`src/sv/hcbd_pkg.sv`:
```
// Shared types, constants and helpers for the HTTP chunked body decoder.
package hcbd_pkg;

  localparam int SIZE_BITS  = 32;
  localparam int LINE_LIMIT = 31;
  localparam int LEN_BITS   = $clog2(LINE_LIMIT + 1);

  localparam logic [SIZE_BITS-1:0] SIZE_MAX = {SIZE_BITS{1'b1}};

  localparam logic [7:0] CHAR_CR    = 8'h0D;
  localparam logic [7:0] CHAR_LF    = 8'h0A;
  localparam logic [4:0] DIGIT_NONE = 5'd16;
  localparam logic [1:0] TRAIL_BYTES = 2'd2;

  typedef enum logic [2:0] {
    PH_WS,
    PH_SIGN,
    PH_ZERO,
    PH_X,
    PH_DIGITS,
    PH_DONE,
    PH_DATA,
    PH_TRAIL
  } phase_t;

  typedef enum logic [1:0] {
    KIND_PAYLOAD = 2'd0,
    KIND_DONE    = 2'd1,
    KIND_ERROR   = 2'd2
  } kind_t;

  typedef enum logic [1:0] {
    ERR_NO_CRLF   = 2'd0,
    ERR_LONG_LINE = 2'd1,
    ERR_BAD_SIZE  = 2'd2,
    ERR_TRUNCATED = 2'd3
  } err_t;

  // Size line parser state; the chunk counter lives here as well.
  typedef struct packed {
    phase_t               phase;
    logic [LEN_BITS-1:0]  line_len;
    logic [SIZE_BITS-1:0] remaining;
    logic                 negative;
    logic                 digit_seen;
  } line_t;

  typedef struct packed {
    line_t      line;
    logic       pending_cr;
    logic       finished;
    logic [1:0] trail_left;
  } state_t;

  typedef struct packed {
    logic       valid;
    kind_t      kind;
    logic [7:0] payload;
    err_t       code;
  } result_t;

  localparam line_t LINE_RESET = '{
    phase:      PH_WS,
    line_len:   '0,
    remaining:  '0,
    negative:   1'b0,
    digit_seen: 1'b0
  };

  function automatic logic [4:0] hex_val(input logic [7:0] c);
    logic [4:0] d;
    d = DIGIT_NONE;
    if (c >= "0" && c <= "9") d = 5'(c - 8'("0"));
    else if (c >= "a" && c <= "f") d = 5'(c - 8'("a") + 8'd10);
    else if (c >= "A" && c <= "F") d = 5'(c - 8'("A") + 8'd10);
    return d;
  endfunction

endpackage

```
`src/sv/hcbd_line_parse.sv`:
```
// Applies one size line character to the hex size parser state.
module hcbd_line_parse (
  input  hcbd_pkg::line_t line_in,
  input  logic [7:0]      char_in,
  output hcbd_pkg::line_t line_out
);
  import hcbd_pkg::*;

  logic [4:0] d;
  logic       is_ws;
  logic       is_hex;
  logic       saturate;
  logic       take_digit;

  assign d        = hex_val(char_in);
  assign is_hex   = (d != DIGIT_NONE);
  assign is_ws    = (char_in == " ") || (char_in inside {[8'd9:8'd13]});
  // Shifting in another digit overflows once any of the top four bits is set.
  assign saturate = (line_in.remaining[SIZE_BITS-1 -: 4] != 4'd0);

  always_comb begin
    line_out   = line_in;
    take_digit = 1'b0;
    if (line_in.line_len < LEN_BITS'(LINE_LIMIT)) begin
      line_out.line_len = line_in.line_len + LEN_BITS'(1);
    end
    case (line_in.phase)
      PH_WS, PH_SIGN: begin
        if (line_in.phase == PH_WS && is_ws) begin
          line_out.phase = PH_WS;
        end else if (line_in.phase == PH_WS && (char_in == "+" || char_in == "-")) begin
          line_out.negative = (char_in == "-");
          line_out.phase    = PH_SIGN;
        end else if (char_in == "0") begin
          line_out.digit_seen = 1'b1;
          line_out.phase      = PH_ZERO;
        end else if (is_hex) begin
          take_digit = 1'b1;
        end else begin
          line_out.phase = PH_DONE;
        end
      end
      PH_ZERO: begin
        if (char_in == "x" || char_in == "X") begin
          line_out.phase = PH_X;
        end else if (is_hex) begin
          take_digit = 1'b1;
        end else begin
          line_out.phase = PH_DONE;
        end
      end
      PH_X, PH_DIGITS: begin
        if (is_hex) begin
          take_digit = 1'b1;
        end else begin
          line_out.phase = PH_DONE;
        end
      end
      default: begin
        line_out.phase = line_in.phase;
      end
    endcase
    if (take_digit) begin
      line_out.digit_seen = 1'b1;
      line_out.phase      = PH_DIGITS;
      line_out.remaining  = saturate ? SIZE_MAX
                                     : {line_in.remaining[SIZE_BITS-5:0], d[3:0]};
    end
  end

endmodule

```
`src/sv/hcbd_step.sv`:
```
// Next decoder state and optional result for one body byte.
module hcbd_step (
  input  hcbd_pkg::state_t  state,
  input  logic [7:0]        body_byte,
  input  logic              first_byte,
  input  logic              last_byte,
  output hcbd_pkg::state_t  state_next,
  output hcbd_pkg::result_t result
);
  import hcbd_pkg::*;

  state_t               s;
  line_t                cr_line;
  line_t                byte_line_in;
  line_t                byte_line;
  logic [SIZE_BITS-1:0] rem_dec;
  logic [1:0]           trail_dec;

  // A held CR that is not followed by LF counts as a line character.
  hcbd_line_parse u_parse_cr (
    .line_in  (s.line),
    .char_in  (CHAR_CR),
    .line_out (cr_line)
  );

  assign byte_line_in = s.pending_cr ? cr_line : s.line;

  hcbd_line_parse u_parse_byte (
    .line_in  (byte_line_in),
    .char_in  (body_byte),
    .line_out (byte_line)
  );

  assign rem_dec   = s.line.remaining - SIZE_BITS'(1);
  assign trail_dec = s.trail_left - 2'd1;

  always_comb begin
    s = state;
    if (first_byte) begin
      s.line       = LINE_RESET;
      s.pending_cr = 1'b0;
      s.trail_left = 2'd0;
      s.finished   = 1'b0;
    end
  end

  always_comb begin
    state_next = s;
    result     = '{valid: 1'b0, kind: KIND_PAYLOAD, payload: 8'd0, code: ERR_NO_CRLF};
    if (s.finished) begin
      state_next = s;
    end else if (s.line.phase == PH_DATA) begin
      state_next.line.remaining = rem_dec;
      if (rem_dec == '0) begin
        state_next.line.phase = PH_TRAIL;
        state_next.trail_left = TRAIL_BYTES;
      end
      if (last_byte) begin
        result = '{valid: 1'b1, kind: KIND_ERROR, payload: 8'd0, code: ERR_TRUNCATED};
      end else begin
        result = '{valid: 1'b1, kind: KIND_PAYLOAD, payload: body_byte, code: ERR_NO_CRLF};
      end
    end else if (s.line.phase == PH_TRAIL) begin
      state_next.trail_left = trail_dec;
      if (trail_dec == 2'd0) begin
        state_next.line       = LINE_RESET;
        state_next.pending_cr = 1'b0;
        if (last_byte) begin
          result = '{valid: 1'b1, kind: KIND_DONE, payload: 8'd0, code: ERR_NO_CRLF};
        end
      end else if (last_byte) begin
        result = '{valid: 1'b1, kind: KIND_ERROR, payload: 8'd0, code: ERR_TRUNCATED};
      end
    end else if (s.pending_cr && body_byte == CHAR_LF) begin
      // End of the size line: decide on the chunk size.
      state_next.pending_cr = 1'b0;
      if (s.line.line_len >= LEN_BITS'(LINE_LIMIT)) begin
        result = '{valid: 1'b1, kind: KIND_ERROR, payload: 8'd0, code: ERR_LONG_LINE};
      end else if (!s.line.digit_seen) begin
        result = '{valid: 1'b1, kind: KIND_ERROR, payload: 8'd0, code: ERR_BAD_SIZE};
      end else if (s.line.remaining != '0 && s.line.negative) begin
        result = '{valid: 1'b1, kind: KIND_ERROR, payload: 8'd0, code: ERR_BAD_SIZE};
      end else if (s.line.remaining == '0) begin
        result = '{valid: 1'b1, kind: KIND_DONE, payload: 8'd0, code: ERR_NO_CRLF};
      end else begin
        state_next.line.phase = PH_DATA;
        if (last_byte) begin
          result = '{valid: 1'b1, kind: KIND_ERROR, payload: 8'd0, code: ERR_TRUNCATED};
        end
      end
    end else begin
      state_next.pending_cr = (body_byte == CHAR_CR);
      state_next.line       = (body_byte == CHAR_CR) ? byte_line_in : byte_line;
      if (last_byte) begin
        result = '{valid: 1'b1, kind: KIND_ERROR, payload: 8'd0, code: ERR_NO_CRLF};
      end
    end
    if (result.valid && result.kind != KIND_PAYLOAD) begin
      state_next.finished = 1'b1;
    end
  end

endmodule

```
`src/sv/http_chunked_body_decoder.sv`:
```
// Top level of the HTTP chunked body decoder: request registers, state and result register.
//
//   channel | direction | handshake           | payload
//   --------+-----------+---------------------+------------------------------------------
//   in      | input     | in_valid / in_stall | body_byte, first_byte, last_byte
//   out     | output    | out_valid/out_stall | result_kind, payload_byte, error_code
//
// One body byte is taken per cycle while in_stall is low; a request is held in the input
// register, is decoded by the step logic and lands in the result register.
// Unstalled throughput is one byte per cycle, set by the single decode step in between.
// rst (synchronous) empties both registers and leaves the decoder idle until a first byte.
// in_stall rises only while the input register holds a request and the result register
// is full and stalled; a byte that gives no result still needs that slot to move on.
module http_chunked_body_decoder (
  input  logic       clk,
  input  logic       rst,
  input  logic       in_valid,
  output logic       in_stall,
  input  logic [7:0] body_byte,
  input  logic       first_byte,
  input  logic       last_byte,
  output logic       out_valid,
  input  logic       out_stall,
  output logic [1:0] result_kind,
  output logic [7:0] payload_byte,
  output logic [1:0] error_code
);
  import hcbd_pkg::*;

  logic       in_q_valid;
  logic [7:0] in_q_byte;
  logic       in_q_first;
  logic       in_q_last;
  state_t     state;
  state_t     state_next;
  result_t    res;
  result_t    out_q;
  logic       out_free;
  logic       advance;
  logic       accept;

  assign out_free = !out_q.valid || !out_stall;
  assign advance  = in_q_valid && out_free;
  assign in_stall = in_q_valid && !out_free;
  assign accept   = in_valid && !in_stall;

  hcbd_step u_step (
    .state      (state),
    .body_byte  (in_q_byte),
    .first_byte (in_q_first),
    .last_byte  (in_q_last),
    .state_next (state_next),
    .result     (res)
  );

  always_ff @(posedge clk) begin
    if (rst) begin
      in_q_valid <= 1'b0;
    end else if (accept) begin
      in_q_valid <= 1'b1;
    end else if (advance) begin
      in_q_valid <= 1'b0;
    end
  end

  always_ff @(posedge clk) begin
    if (accept) begin
      in_q_byte  <= body_byte;
      in_q_first <= first_byte;
      in_q_last  <= last_byte;
    end
  end

  always_ff @(posedge clk) begin
    if (rst) begin
      state <= '{line: LINE_RESET, pending_cr: 1'b0, finished: 1'b1, trail_left: 2'd0};
    end else if (advance) begin
      state <= state_next;
    end
  end

  always_ff @(posedge clk) begin
    if (rst) begin
      out_q.valid <= 1'b0;
    end else if (out_free) begin
      out_q.valid <= advance && res.valid;
    end
  end

  always_ff @(posedge clk) begin
    if (advance && out_free) begin
      out_q.kind    <= res.kind;
      out_q.payload <= res.payload;
      out_q.code    <= res.code;
    end
  end

  assign out_valid    = out_q.valid;
  assign result_kind  = out_q.kind;
  assign payload_byte = out_q.payload;
  assign error_code   = out_q.code;

  // A status result always leaves the decoder idle.
  a_status_ends: assert property (@(posedge clk) disable iff (rst)
    (advance && res.valid && res.kind != KIND_PAYLOAD) |=> state.finished)
    else $error("decoder not idle after status result");

  // The input side stalls only behind a full, stalled result register.
  a_stall_cause: assert property (@(posedge clk) disable iff (rst)
    in_stall |-> (in_q_valid && out_q.valid && out_stall))
    else $error("input stalled without a blocked result");

  // Chunk data phase never runs with an exhausted counter.
  a_data_count: assert property (@(posedge clk) disable iff (rst)
    (!state.finished && state.line.phase == PH_DATA) |-> (state.line.remaining != '0))
    else $error("data phase with zero bytes left");

  // The trailer phase always has bytes left to skip.
  a_trail_count: assert property (@(posedge clk) disable iff (rst)
    (!state.finished && state.line.phase == PH_TRAIL) |-> (state.trail_left != 2'd0))
    else $error("trailer phase with nothing left to skip");

endmodule
```
`config.mk`:
```
export PLATFORM = sky130hd
export DESIGN_NAME = http_chunked_body_decoder
export DESIGN_NICKNAME = d
export VERILOG_FILES = /design/src/sv/hcbd_pkg.sv /design/src/sv/hcbd_line_parse.sv /design/src/sv/hcbd_step.sv /design/src/sv/http_chunked_body_decoder.sv
export SDC_FILE = /design/constraint.sdc
export NUM_CORES = 1
export LEC_CHECK = 0
export BUFFER_PORTS_ARGS = -buffer_cell sky130_fd_sc_hd__buf_2
export CORE_ASPECT_RATIO = 1.2
export CORE_MARGIN = 1
export CORE_UTILIZATION = 25
export CTS_BUF_LIST = sky130_fd_sc_hd__clkbuf_8 sky130_fd_sc_hd__clkbuf_16
export CTS_CLUSTER_DIAMETER = 50
export DETAILED_ROUTE_END_ITERATION = 10
export GPL_TIMING_DRIVEN = 0
export SLEW_MARGIN = 10
export SYNTH_ARGS = -nofsm -noshare
export SYNTH_HDL_FRONTEND = slang
export SYNTH_SLANG_ARGS = --single-unit
```
`constraint.sdc`:
```
create_clock -name clk -period 4 [get_ports clk]
set_input_delay 0.8 -clock clk [delete_from_list [all_inputs] [get_ports clk]]
set_output_delay 0.8 -clock clk [all_outputs]
set_load 0.01 [all_outputs]
```
==> Yosys cells after proc, flatten, opt, wreduce, memory -nomap -nowiden <==
Cells that the tools add are included.
{ "totals": {"reg_bits": 70, "input_bits": 14, "output_inout_bits": 14, "wordCells": 156} }
{ "classes": {"add_sub_neg": 9, "n_lt_le_gt_ge": 11, "eq_ne": 19, "n_mux": 66, "reduce_logical": 35} }
{ "op_table": {"columns": ["op", "n"], "rows": [
  ["13-bit two-way mux", 12],
  ["43-bit two-way mux", 3],
  ["32-bit two-way mux", 3],
  ["42-bit two-way mux", 2],
  ["32-bit logical NOT", 2],
  ["46-bit two-way mux", 1],
  ["3-bit two-way mux", 15],
  ["39-bit two-way mux", 1],
  ["8-bit by 6-bit equality test with 1-bit output, second input constant", 4],
  ["32-bit nonzero test", 1],
  ["32-bit by 1-bit subtractor with 32-bit output, second input constant", 1],
  ["5-bit two-way mux", 6],
  ["8-bit by 4-bit equality test with 1-bit output, second input constant", 2],
  ["8-bit by 7-bit equality test with 1-bit output, second input constant", 2],
  ["8-bit by 7-bit greater-or-equal comparator with 1-bit output, second input constant", 2],
  ["8-bit by 7-bit <= comparator with 1-bit output, second input constant", 2],
  ["1-bit logical AND", 14],
  ["1-bit two-way mux", 13],
  ["3-bit by 2-bit equality test with 1-bit output, second input constant", 4],
  ["3-bit equality test, second input constant", 4],
  ["12-bit two-way mux", 1],
  ["2-bit two-way mux", 6],
  ["5-bit by 1-bit adder with 5-bit output, second input constant", 2],
  ["5-bit by 4-bit adder with 5-bit output, second input constant", 2],
  ["other kinds (22)", 35]
]} }

==> Longest topological paths before layout <==
{ "logic_depth": {"word_depth": 17, "depth_mapped": 15, "mapped_depth_nobuf": 11} }

==> Cells and area by module <==
A second synthesis with hierarchy kept.
{ "unflattened": {"hier_cells": 1145, "hier_area_um2": 8745.9} }
{ "modules_own_cells": {"columns": ["mod", "n_inst", "cells_each", "area_each_um2", "seq_area_each_um2"], "rows": [
  ["hcbd_step", 1, 610, 3677.3, 0.0],
  ["http_chunked_body_decoder", 1, 231, 2826.5, 1621.6],
  ["hcbd_line_parse", 2, 152, 1121.1, 0.0]
]} }

==> Least setup slack after synthesis <==
OpenSTA, ideal clock, no wires.
{ "synth_timing": {"kind": "register -> register", "startpoint": "register in_q_first", "endpoint": "register, netlist name state[0]", "setup_time_ns": 0.122, "arrival_ns": 3.387, "required_ns": 3.878, "slack_ns": 0.491, "path_stages_with_launch": 16, "path_buffers": 4, "synth_period_minus_slack_ns": 3.509, "cell_sequence": "edfxtp_1 > clkbuf_1 > buf_1 > inv_1 > clkbuf_1 > buf_1 > nand2_1 > ha_1 > nor2b_1 > nand4_1 > nor4b_1 > nand2_1 > o211a_1 > nor3_2 > a31oi_1 > a311o_1"} }
{ "synth_via": {"elab_chain_len": 6, "word_cells_on_any_way": 10, "cone_classes": "add/sub: 2; eq/ne: 2; mux: 5; reduce/logical: 1"} }
{ "synth_lines": {"columns": ["element", "line", "rtl"], "rows": [
  ["from (decl)", "http_chunked_body_decoder.sv:32", "logic in_q_first;"],
  ["from (signal assigned)", "http_chunked_body_decoder.sv:69", "in_q_first <= first_byte;"],
  ["46-bit two-way mux *", "hcbd_step.sv:39", "if (first_byte) begin"],
  ["32-bit by 1-bit subtractor with 32-bit output", "hcbd_step.sv:34", "assign rem_dec = s.line.remaining - SIZE_BITS'(1);"],
  ["32-bit logical NOT", "hcbd_step.sv:54", "if (rem_dec == '0) begin"],
  ["2-bit two-way mux", "hcbd_step.sv:54", null],
  ["2-bit two-way mux", "hcbd_step.sv:52", "end else if (s.line.phase == PH_DATA) begin"],
  ["2-bit two-way mux *", "hcbd_step.sv:50", "if (s.finished) begin"]
]} }
Mark *: on every way between the ends. The rest lies on a longest branch, timed or not.
A chain may end at the register's enable or synchronous reset.

==> Worst setup path in the final report <==
{ "layout_timing": {"startpoint": "register in_q_first", "endpoint": "register, netlist name state[0]"} }
{ "layout_via": {"elab_chain_len": 6, "word_cells_on_any_way": 10, "cone_classes": "add/sub: 2; eq/ne: 2; mux: 5; reduce/logical: 1"} }
{ "layout_lines": {"columns": ["element", "line"], "rows": [
  ["46-bit two-way mux *", "hcbd_step.sv:39"],
  ["32-bit by 1-bit subtractor with 32-bit output", "hcbd_step.sv:34"],
  ["32-bit logical NOT", "hcbd_step.sv:54"],
  ["2-bit two-way mux", "hcbd_step.sv:54"],
  ["2-bit two-way mux", "hcbd_step.sv:52"],
  ["2-bit two-way mux *", "hcbd_step.sv:50"]
]} }
Marked as above.

==> results.toml <==
[die]
die-area_sq_mm = 0.0244
dieWidth_um = 143
rows = 61
io-pin-count = 28
die_h_um = 171
start_util_pct = 25.6
coreArea_sq_mm = 0.0233

[critical_path]
crit_fanout = 10
cp-start-kind = "register"
cp.arrival_ns = 4.17
r2r_slack_ns = 0.07
reg2reg_depth = 15
cp.required_ns = 4.24
end_kind = "register"
crit_type = "register to register"

[synthesis]
synthArstFlopShare_pct = 0
ys_types = 75
ys_warn_count = 0
synth_edf_count = 22
synth_area_per_cell_sq_um = 7.19
synth_seq_cells = 70
synth_cells = 828
seq_area_frac_synth_pct = 27.3
ys.flop_type = "dfxtp_1"
synth_top_area_cell = "dfxtp_1"
synth_common_cells = "nor2_1, nand2_1, a21oi_1"
ys_top_cells_by_area = "dfxtp_1, edfxtp_1, nor2_1"
yosysMostFrequentCell = "nor2_1"
syn-cell-area_sq_mm = 0.00595
syn-num-nets = 853
synth_top_cell_area_share_pct = 16.2

[clock_tree]
cts-buffers-inserted = 9
htree_levels = 3
cts_root_buffer = "clkbuf_16"
clock_sinks = 70
clock_path_buffers = 2
clk_pin_slew_ns = 0.06
cts_tree = "yes"
insertion_delay_ns = 0.36

[sta]
tightest_slew_ns = 1.22
fin_crit_sh_pct = 98.2
fin_crit_ns = 3.93
clock_skew_ns = 0.00675
rsz0062_at_grt = "false"
drv_slew = 0
setup_tns_ns = 0
hold_violations = 0
setup-violations-final = 0
fmax_ghz = 0.255
slew_headroom_pct = 18.8

[cells_and_area]
finalInstanceArea_sq_mm = 0.00688
area_growth_pct = 15.6
insertedDiodeCount = 0
drive_above_1_share_pct = 11.8
finish.utilization_pct = 29.5
fin_nets = 894

[routing]
drt_iter0_markers = 800
postRouteAntennaNets = 0
avgViaCountPerCell = 5.87
dr.pass1.iters = 5
wl_per_cell_um = 20.8
vias = 6982
drc = 0
wirelength_mm = 24.8

[pwr]
max-vdd-ir-drop_mv = 0.218
power.total_mw = 2.11
power_density_mw_per_mm2 = 307
p_leak_nw = 2.37

[global_routing]
grt_max_degree = 22
grt_pass1_vias = 6666
grt_pass1_wl_mm = 38.8
grt_overflow = 0
grt_util_all_layers_pct = 20.9
antenna_found_initial = 1

[placement]
gp_congestion = 1.01
dp_hpwl_mm = 18.0
port_buffers = 27
dpl_cell_area_sq_mm = 0.00648

[min_path]
hold_path_depth = 2
worstHoldPathType = "register to register"

[flow_run]
max_cap_violations = 0

[status]
outcome = "completed"
[layer usage]
layer,vias up,share of wire [%],track usage (%)
li1,3175,-,-
met1,3271,40,25.8
met2,439,46,33.0
met3,97,8.8,4.65
met4,0,5.0,13.0
met5,-,0,0
[sequential cells by signal (all words and copies together) (netlist names)]
| register | cells |
|---|---|
| in_q_first | 1 |
| result_kind | 2 |
| out_valid | 1 |
| in_q_last | 1 |
| error_code | 2 |
| state | 46 |
| payload_byte | 8 |
| in_q_valid | 1 |
| in_q_byte | 8 |
[layout by cell type, fill, tap and decap left out, types with 6 or more instances in the layout]
cell type / n
a211oi_1: 20
a21oi_1: 73
a22oi_1: 8
a31oi_1: 17
and2_1: 12
and3_1: 9
buf_2: 44
clkbuf_1: 52
clkbuf_16: 9
dfxtp_1: 48
edfxtp_1: 22
ha_1: 10
inv_1: 13
nand2_1: 79
nand2b_1: 6
nand3_1: 22
nand4_1: 12
nor2_1: 106
nor2b_1: 16
nor3_1: 22
nor4_1: 16
o2111ai_1: 6
o211ai_1: 16
o21ai_0: 72
xnor2_1: 9
xor2_1: 6
[power breakdown]
group	leakage, nW	internal, mW	switching [mW]
sequential	0.611	0.755	0.0218
combinational	1.61	0.154	0.317
clock	0.143	0.492	0.373
[metrics by stage]
step | instances | hold WS [ns] | setup slack [ns]
after floorplan | 828 | 0.466 | 0.491
after global placement | 1170 | 0.489 | -1.62
after detailed placement | 1170 | 0.494 | -1.52
after CTS | 1186 | 0.513 | 0.0523
after global routing | 1189 | 0.538 | 0.00294
final | 1189 | 0.510 | 0.0732
[cell type report]
cell class / instances / area (sq um)
flip-flops and latches: 70 / 1620
inverters: 14 / 56.3
repair buffers: 31 / 165
well taps: 315 / 394
multi-input cells: 666 / 4000
clock inverters: 7 / 80.1
fillers: 2556 / 16400
plain buffers: 77 / 337
clock buffers: 9 / 225
[cells by family (layout without fill, tap and decap cells)]
family,count (synthesis),in the layout,share of synthesized area [%]
AO/OA/AOI/OAI,280,280,30.1
flip-flops,70,70,27.3
adder cells (fa/ha/maj),11,11,2.31
multiplexers,8,8,1.41
buffers and inverters,92,138,6.12
AND/OR/NAND/NOR,352,352,30.6
XOR/XNOR,15,15,2.21
[repair_timing]
action                     4_1_cts  5_1_grt
buffers inserted                 1        3
resized for setup               20        6
pin swaps                        0        0
hold buffers                     0        0
setup endpoints to repair       51       23
[worst max-delay path, stage by stage (launching register included)]
cell and delay, ns:
edfxtp_1 0.46, clkbuf_8 0.23, buf_6 0.18, clkinvlp_4 0.08, clkbuf_4 0.25, buf_2 0.32, nand2_1 0.15, inv_1 0.08
ha_1 0.17, or4b_2 0.62, a21oi_1 0.14, nand4_1 0.15, nor4_2 0.24, and4_2 0.33, a31oi_1 0.09, a311o_1 0.32
[path summary, 6_finish.rpt]
check / startpoint / end
max: in_q_first$_DFFE_PP_ / state[0]$_SDFFE_PP0P_
min: out_valid$_SDFFE_PP0N_ / out_valid$_SDFFE_PP0N_
max reg2reg: in_q_first$_DFFE_PP_ / state[0]$_SDFFE_PP0P_
min reg2reg: out_valid$_SDFFE_PP0N_ / out_valid$_SDFFE_PP0N_
Power figures use the tool's default switching activity.
